`config.mk`:
```
export PLATFORM = sky130hd
export DESIGN_NAME = midi_message_assembler_queue_unit
export DESIGN_NICKNAME = d
export VERILOG_FILES = /design/src/sv/mmaq_pkg.sv /design/src/sv/mmaq_ram.sv /design/src/sv/midi_message_assembler_queue_unit.sv
export SDC_FILE = /design/constraint.sdc
export NUM_CORES = 1
export LEC_CHECK = 0
export ABC_AREA = 0
export BUFFER_PORTS_ARGS = -buffer_cell sky130_fd_sc_hd__buf_4
export CAP_MARGIN = 10
export CORE_AREA = 2 2 236 145
export DETAILED_ROUTE_END_ITERATION = 8
export DIE_AREA = 0 0 238 147
export HOLD_SLACK_MARGIN = 0.1
export PLACE_DENSITY = 0.77
export SYNTH_ARGS = -nofsm -noshare
export SYNTH_HDL_FRONTEND = slang
export SYNTH_SLANG_ARGS = --single-unit
export TNS_END_PERCENT = 50
```
`constraint.sdc`:
```
create_clock -name clock -period 5.2 [get_ports clock]
set_input_delay 1.04 -clock clock [delete_from_list [all_inputs] [get_ports clock]]
set_output_delay 1.04 -clock clock [all_outputs]
set_load 0.1 [all_outputs]
```
`src/sv/mmaq_pkg.sv`:
```
// mmaq_pkg: shared types, codes and the kind-to-length decode
// for the midi message assembler queue; no dependencies
`default_nettype none

package mmaq_pkg;

   // operation codes on the request channel
   localparam logic OP_PUSH = 1'b0;
   localparam logic OP_READ = 1'b1;

   // byte reserved as an empty mark on the wire, always ignored
   localparam logic [7:0] BYTE_IGNORE = 8'hFF;

   localparam int unsigned KIND_W  = 4;
   localparam int unsigned CHAN_W  = 4;
   localparam int unsigned COUNT_W = 2;
   localparam int unsigned DATA_W  = 7;

   // one stored message, 24 bits
   typedef struct packed {
      logic [KIND_W-1:0]  kind;
      logic [CHAN_W-1:0]  chan;
      logic [COUNT_W-1:0] count;
      logic [DATA_W-1:0]  data_first;
      logic [DATA_W-1:0]  data_second;
   } msg_type;

   localparam int unsigned MSG_W = $bits(msg_type);

   // number of data bytes that follow a status byte of the given kind
   function automatic logic [COUNT_W-1:0] count_for_kind(input logic [KIND_W-1:0] kind);
      logic [COUNT_W-1:0] n;
      case (kind)
         4'h8, 4'h9, 4'hA, 4'hB, 4'hE: n = 2'd2;
         4'hC, 4'hD:                   n = 2'd1;
         default:                      n = 2'd0;
      endcase
      return n;
   endfunction

endpackage

`default_nettype wire

```
`src/sv/mmaq_ram.sv`:
```
// mmaq_ram: generic single-write, single-read ram with registered read data
// no package dependencies
`default_nettype none

module mmaq_ram #(
   parameter int unsigned WIDTH = 24,
   parameter int unsigned DEPTH = 16
) (
   input  wire logic                     clock,
   input  wire logic                     wr_en,
   input  wire logic [$clog2(DEPTH)-1:0] wr_addr,
   input  wire logic [WIDTH-1:0]         wr_data,
   input  wire logic                     rd_en,
   input  wire logic [$clog2(DEPTH)-1:0] rd_addr,
   output logic      [WIDTH-1:0]         rd_data
);

   logic [WIDTH-1:0] mem_ff [DEPTH];
   logic [WIDTH-1:0] rd_data_ff;

   always_ff @(posedge clock) begin
      if (wr_en) begin
         mem_ff[wr_addr] <= wr_data;
      end
   end

   // read data holds until the next enabled read
   always_ff @(posedge clock) begin
      if (rd_en) begin
         rd_data_ff <= mem_ff[rd_addr];
      end
   end

   assign rd_data = rd_data_ff;

endmodule

`default_nettype wire

```
`src/sv/midi_message_assembler_queue_unit.sv`:
```
// the response beat to an accepted request beat is registered and appears in the cycle after it
// throughput: one beat per cycle unless rsp_ready stalls; one ram write or read a cycle
// a read fetches its slot from the ram in the accept cycle, the registered read data
// forms the response; reset is synchronous, clears pointers, occupancy and assembly
// state, ram contents need no clearing since occupancy tracks which slots hold messages
`default_nettype none

module midi_message_assembler_queue_unit #(
   parameter int unsigned MSG_DEPTH = 16
) (
   input  wire logic                         clock,
   input  wire logic                         reset,
   // request channel
   input  wire logic                         req_valid,
   output logic                              req_ready,
   input  wire logic                         req_operation,
   input  wire logic [7:0]                   req_byte_in,
   // response channel
   output logic                              rsp_valid,
   input  wire logic                         rsp_ready,
   output logic                              rsp_accepted,
   output logic                              rsp_msg_valid,
   output logic [mmaq_pkg::KIND_W-1:0]       rsp_msg_kind,
   output logic [mmaq_pkg::CHAN_W-1:0]       rsp_channel,
   output logic [mmaq_pkg::COUNT_W-1:0]      rsp_data_count,
   output logic [mmaq_pkg::DATA_W-1:0]       rsp_data_first,
   output logic [mmaq_pkg::DATA_W-1:0]       rsp_data_second
);

   import mmaq_pkg::*;

   localparam int unsigned PTR_W = $clog2(MSG_DEPTH);
   localparam int unsigned CNT_W = $clog2(MSG_DEPTH + 1);
   localparam logic [PTR_W-1:0] LAST_PTR = PTR_W'(MSG_DEPTH - 1);
   localparam logic [CNT_W-1:0] FULL_CNT = CNT_W'(MSG_DEPTH);

   // ring pointers and occupancy: completed, unread messages sit in a
   // contiguous run from rd_ptr up to wr_ptr-1
   logic [PTR_W-1:0] wr_ptr_ff, wr_ptr_in;
   logic [PTR_W-1:0] rd_ptr_ff, rd_ptr_in;
   logic [CNT_W-1:0] used_ff, used_in;

   // message under assembly in the write slot; it goes to the ram once complete
   logic               asm_started_ff, asm_started_in;
   msg_type            asm_ff, asm_in;
   logic [COUNT_W-1:0] fill_ff, fill_in;

   // response stage
   logic rsp_valid_ff, rsp_valid_in;
   logic rsp_accepted_ff, rsp_accepted_in;
   logic rsp_hit_ff, rsp_hit_in;

   logic             req_fire;
   logic             is_push;
   logic             is_read;
   logic             full;
   logic             nonempty;
   logic             complete;
   logic             pop;
   logic             ram_wr_en;
   logic             ram_rd_en;
   logic [MSG_W-1:0] ram_rd_data;
   msg_type          rd_msg;

   // the response register frees up when empty or when drained this cycle
   assign req_ready = !rsp_valid_ff || rsp_ready;
   assign req_fire  = req_valid && req_ready;
   assign is_push   = req_fire && (req_operation == OP_PUSH);
   assign is_read   = req_fire && (req_operation == OP_READ);
   assign full      = (used_ff == FULL_CNT);
   assign nonempty  = (used_ff != '0);

   always_comb begin
      asm_started_in  = asm_started_ff;
      asm_in          = asm_ff;
      fill_in         = fill_ff;
      complete        = 1'b0;
      pop             = 1'b0;
      rsp_accepted_in = 1'b0;
      rsp_hit_in      = 1'b0;

      if (is_push) begin
         if (req_byte_in == BYTE_IGNORE) begin
            // empty mark: consumed, nothing changes, even when full
            rsp_accepted_in = 1'b1;
         end else if (!full) begin
            rsp_accepted_in = 1'b1;
            if (req_byte_in[7]) begin
               // status byte starts or restarts the write slot
               asm_in.kind        = req_byte_in[7:4];
               asm_in.chan        = req_byte_in[3:0];
               asm_in.count       = count_for_kind(req_byte_in[7:4]);
               asm_in.data_first  = '0;
               asm_in.data_second = '0;
               fill_in            = '0;
               asm_started_in     = 1'b1;
               complete           = (asm_in.count == '0);
            end else if (asm_started_ff) begin
               // data byte; stray data with no started message is dropped
               if (fill_ff[0]) begin
                  asm_in.data_second = req_byte_in[DATA_W-1:0];
               end else begin
                  asm_in.data_first = req_byte_in[DATA_W-1:0];
               end
               fill_in  = fill_ff + COUNT_W'(1);
               complete = (fill_in == asm_ff.count);
            end
            if (complete) begin
               asm_started_in = 1'b0;
            end
         end
      end

      if (is_read && nonempty) begin
         pop        = 1'b1;
         rsp_hit_in = 1'b1;
      end
   end

   // pushes and reads never share a cycle, so the ram sees no same-slot overlap
   assign ram_wr_en = complete;
   assign ram_rd_en = pop;

   always_comb begin
      wr_ptr_in = wr_ptr_ff;
      rd_ptr_in = rd_ptr_ff;
      used_in   = used_ff;
      if (complete) begin
         wr_ptr_in = (wr_ptr_ff == LAST_PTR) ? '0 : wr_ptr_ff + PTR_W'(1);
         used_in   = used_ff + CNT_W'(1);
      end
      if (pop) begin
         rd_ptr_in = (rd_ptr_ff == LAST_PTR) ? '0 : rd_ptr_ff + PTR_W'(1);
         used_in   = used_ff - CNT_W'(1);
      end
   end

   assign rsp_valid_in = req_fire || (rsp_valid_ff && !rsp_ready);

   always_ff @(posedge clock) begin
      if (reset) begin
         wr_ptr_ff      <= '0;
         rd_ptr_ff      <= '0;
         used_ff        <= '0;
         asm_started_ff <= 1'b0;
         fill_ff        <= '0;
         rsp_valid_ff   <= 1'b0;
      end else begin
         wr_ptr_ff      <= wr_ptr_in;
         rd_ptr_ff      <= rd_ptr_in;
         used_ff        <= used_in;
         asm_started_ff <= asm_started_in;
         fill_ff        <= fill_in;
         rsp_valid_ff   <= rsp_valid_in;
      end
   end

   // assembly payload and response flags need no reset
   always_ff @(posedge clock) begin
      asm_ff <= asm_in;
      if (req_fire) begin
         rsp_accepted_ff <= rsp_accepted_in;
         rsp_hit_ff      <= rsp_hit_in;
      end
   end

   // message store: one slot per completed message
   mmaq_ram #(
      .WIDTH (MSG_W),
      .DEPTH (MSG_DEPTH)
   ) u_msg_ram (
      .clock   (clock),
      .wr_en   (ram_wr_en),
      .wr_addr (wr_ptr_ff),
      .wr_data (asm_in),
      .rd_en   (ram_rd_en),
      .rd_addr (rd_ptr_ff),
      .rd_data (ram_rd_data)
   );

   assign rd_msg = msg_type'(ram_rd_data);

   // read data is held by the ram while the response stalls
   assign rsp_valid       = rsp_valid_ff;
   assign rsp_accepted    = rsp_accepted_ff;
   assign rsp_msg_valid   = rsp_hit_ff;
   assign rsp_msg_kind    = rsp_hit_ff ? rd_msg.kind        : '0;
   assign rsp_channel     = rsp_hit_ff ? rd_msg.chan        : '0;
   assign rsp_data_count  = rsp_hit_ff ? rd_msg.count       : '0;
   assign rsp_data_first  = rsp_hit_ff ? rd_msg.data_first  : '0;
   assign rsp_data_second = rsp_hit_ff ? rd_msg.data_second : '0;

endmodule

`default_nettype wire

```
==> run summary <==
status - finished, final reports clean
register area share after synthesis - 75.15%
worst reg-to-reg setup slack - 1.97 ns
nets@finish - 969
sequential power share - 55.1%
H-tree levels - 2
crit path max-delay cell type - nor2_1
drt pass-1 iters - 5
RSZ-0062 raised after global routing - false
Top delay family on crit path - simple AND/OR/NAND/NOR gates
combinational share of power - 5.9%
initial antenna violation count - 1
Synth area leader - edfxtp_1
Req. time, crit path - 5.36 ns
Slew HR - 18.12%
Die X - 238 µm
Initial Util - 52.87%
Sum Neg Setup Slack - 0 ns
worst-path fanout max - 27
Lkg Pwr - 5.979 nW
FF-to-FF End - u_msg_ram.mem_ff[14][1]$_DFFE_PP_
Clk pwr share - 39.1%
Antenna Violating Nets Remaining - 0
most frequent cells in the layout - 410 x edfxtp_1, 96 x mux4_2, 71 x buf_4
Net Count, Synth - 907
post-route minimum period - 3.228 ns
placed cells - 1,337
Hold Startpoint - rd_ptr_ff[3]$_SDFFE_PP0P_
slowest stage delay, CP - 1.07 ns
max cap viols - 0
non-filler cells, final - 1,409
Critical path buffers and inverters - 0
Post-Syn Area - 17,470 µm²
Row Count - 52
number of flops mapped to enable cells by yosys - 410
Placed Area - 18,430 µm²
fin area - 19,710 µm²
Int Pwr - 5.837 mW
DR DRC count - 0
Clk Latency, worst-skew pair - 0.54 ns
total chip power - 7.428 mW
distinct cell type count after synthesis - 50
DIE AREA - 34,990 µm²
endpoints failing hold - 0
post-CTS sizing - 0
Setup crit end kind - register
Max Fclk - 0.3098 GHz
final worst slack - 1.972 ns
synth warn - 0
CTS sink cnt - 451
worst path cell trace - or4_4, o2111a_1, and3_1, nor2_1
number of global-route vias before repair - 8,552
clock root cell - clkbuf_16
switch share - 21.43%
register bit total from synthesis - 451
share of the synthesized area in the top cell type - 70.46%
Worst Hold End - rd_ptr_ff[3]$_SDFFE_PP0P_
vias - 8,693
hold depth - 1
Place WS - 1.467 ns
layout cells sized above 1 - 26.43%
P per Cell Area - 376.9 nW/µm²
final core utilization - 59.62%
P&R area growth vs syn - 12.77%
Slew @ Worst Pin - 1.224 ns
cells after synthesis - 885
final setup vio count - 0
reg2reg start - used_ff[0]$_SDFFE_PP0P_
syn_area_per_cell - 19.74 µm²
Pins Over Slew Limit - 0
Global Route Usage Sum - 21.34%
WL per Instance - 25.85 µm
Worst EP arrival - 3.39 ns
clock-pin slew on the worst setup and hold paths - 0.07 ns
most common cell after layout, fill and taps aside - edfxtp_1
CTS Hold Bufs - 0
Post-CTS Setup Repair Bufs - 0
final clock skew - 0.01799 ns
kind of critical path - register to register
cts bufs inserted - 39
IO Port Bufs - 40
Vias per Instance - 6.170
path depth of the worst reg2reg path - 4
WL final - 36.43 mm
CP startpoint kind - register
GP Congestion - 0.7993
largest net degree at the start of global routing - 75
hold slack - 0.4713 ns
first-pass GRT wire length - 54.53 mm
Max VDD drop - 0.3058 mV
Psw - 1.592 mW
Tcrit/Tclk final - 62.08%
CTS tree - done
Post-synth top flop - edfxtp_1
Clock Path Buffers - 3
grt total ovfl - 0
Die Height - 147 µm
hpwl dp - 21.64 mm
worst hold path class - register to register
fraction of registers with async set/reset - 0%
I/O pin count - 41
core area - 33,050 µm²
top cells by area, synth - edfxtp_1 70%, mux4_2 12%, dfxtp_1 4.7%
Starting DRT DRC Count - 875
-- how the worst max path moves through the flow --
stage / from / end / cells after the start
6_report: used_ff[0]$_SDFFE_PP0P_ / u_msg_ram.mem_ff[14][1]$_DFFE_PP_ / 4
4_1_cts: used_ff[0]$_SDFFE_PP0P_ / u_msg_ram.mem_ff[15][10]$_DFFE_PP_ / 4
5_1_grt: used_ff[0]$_SDFFE_PP0P_ / u_msg_ram.mem_ff[2][8]$_DFFE_PP_ / 4
2_1_floorplan: rsp_ready / u_msg_ram.mem_ff[2][0]$_DFFE_PP_ / 6
3_3_place_gp: rsp_ready / u_msg_ram.mem_ff[4][11]$_DFFE_PP_ / 7
3_5_place_dp: rsp_ready / u_msg_ram.mem_ff[4][17]$_DFFE_PP_ / 7
-- metal layers --
layer / GRT usage (%) / share of wire [%] / up-vias
li1: - / - / 3702
met1: 34.19 / 46 / 4586
met2: 30.35 / 44 / 365
met3: 4.735 / 8.6 / 40
met4: 4.531 / 1.4 / 0
met5: 0 / 0 / -
-- synth_stat cells, types with 3 or more instances --
library cell and instances:
dfxtp_1 41, ha_1 8, mux4_2 96, nand3_1 3, mux2i_1 41, inv_1 10
nand2b_1 4, nand2_1 17, buf_1 5, nor3_1 8, a21oi_1 32, buf_2 16
a311oi_1 3, a211oi_1 24, clkbuf_1 27, nor2b_1 27, nand3b_1 3, and3_1 3
edfxtp_1 410, mux2_2 8, nor2_1 38, o21ai_0 5, and2_1 25
-- state kept, by name (all words and copies together) (netlist names), 2 cells and up --
name               count
rd_ptr_ff              4
used_ff                5
u_msg_ram.rd_data     24
wr_ptr_ff              4
fill_ff                2
u_msg_ram.mem_ff     384
asm_ff                24
-- cells by family after synthesis --
group,synth area share [%]
flip-flops,75.15
buffers and inverters,1.489
AO/OA/AOI/OAI,3.065
XOR/XNOR,0.1504
AND/OR/NAND/NOR,4.217
adder cells (fa/ha/maj),0.6874
multiplexers,15.24
-- worst reg2reg max path, stage by stage, from the launching register on --
cell and delay [ns]:
dfxtp_1 0.35, or4_4 0.58, o2111a_1 0.31, and3_1 0.53
nor2_1 1.08
-- power by group through the flow --
stage          Clock [mW]  Combinational (mW)  Sequential (mW)
4_1_cts              2.94               0.437             4.09
6_report             2.90               0.435             4.09
3_3_place_gp            0               0.422             4.17
5_1_grt              3.08               0.467             4.10
3_5_place_dp            0               0.435             4.17
2_1_floorplan           0               0.293             4.16
-- area by class of cell --
class                   count  area (µm²)
diodes                      1       2.502
clock buffers              52        1109
clock inverters            18       158.9
fillers                  2289       13350
inverters                  11       43.79
multi-input cells         373        4174
flip-flops and latches    451       13150
well taps                 432       540.5
repair buffers             71       533.0
Note: power is estimated with default switching activity, not from simulation.
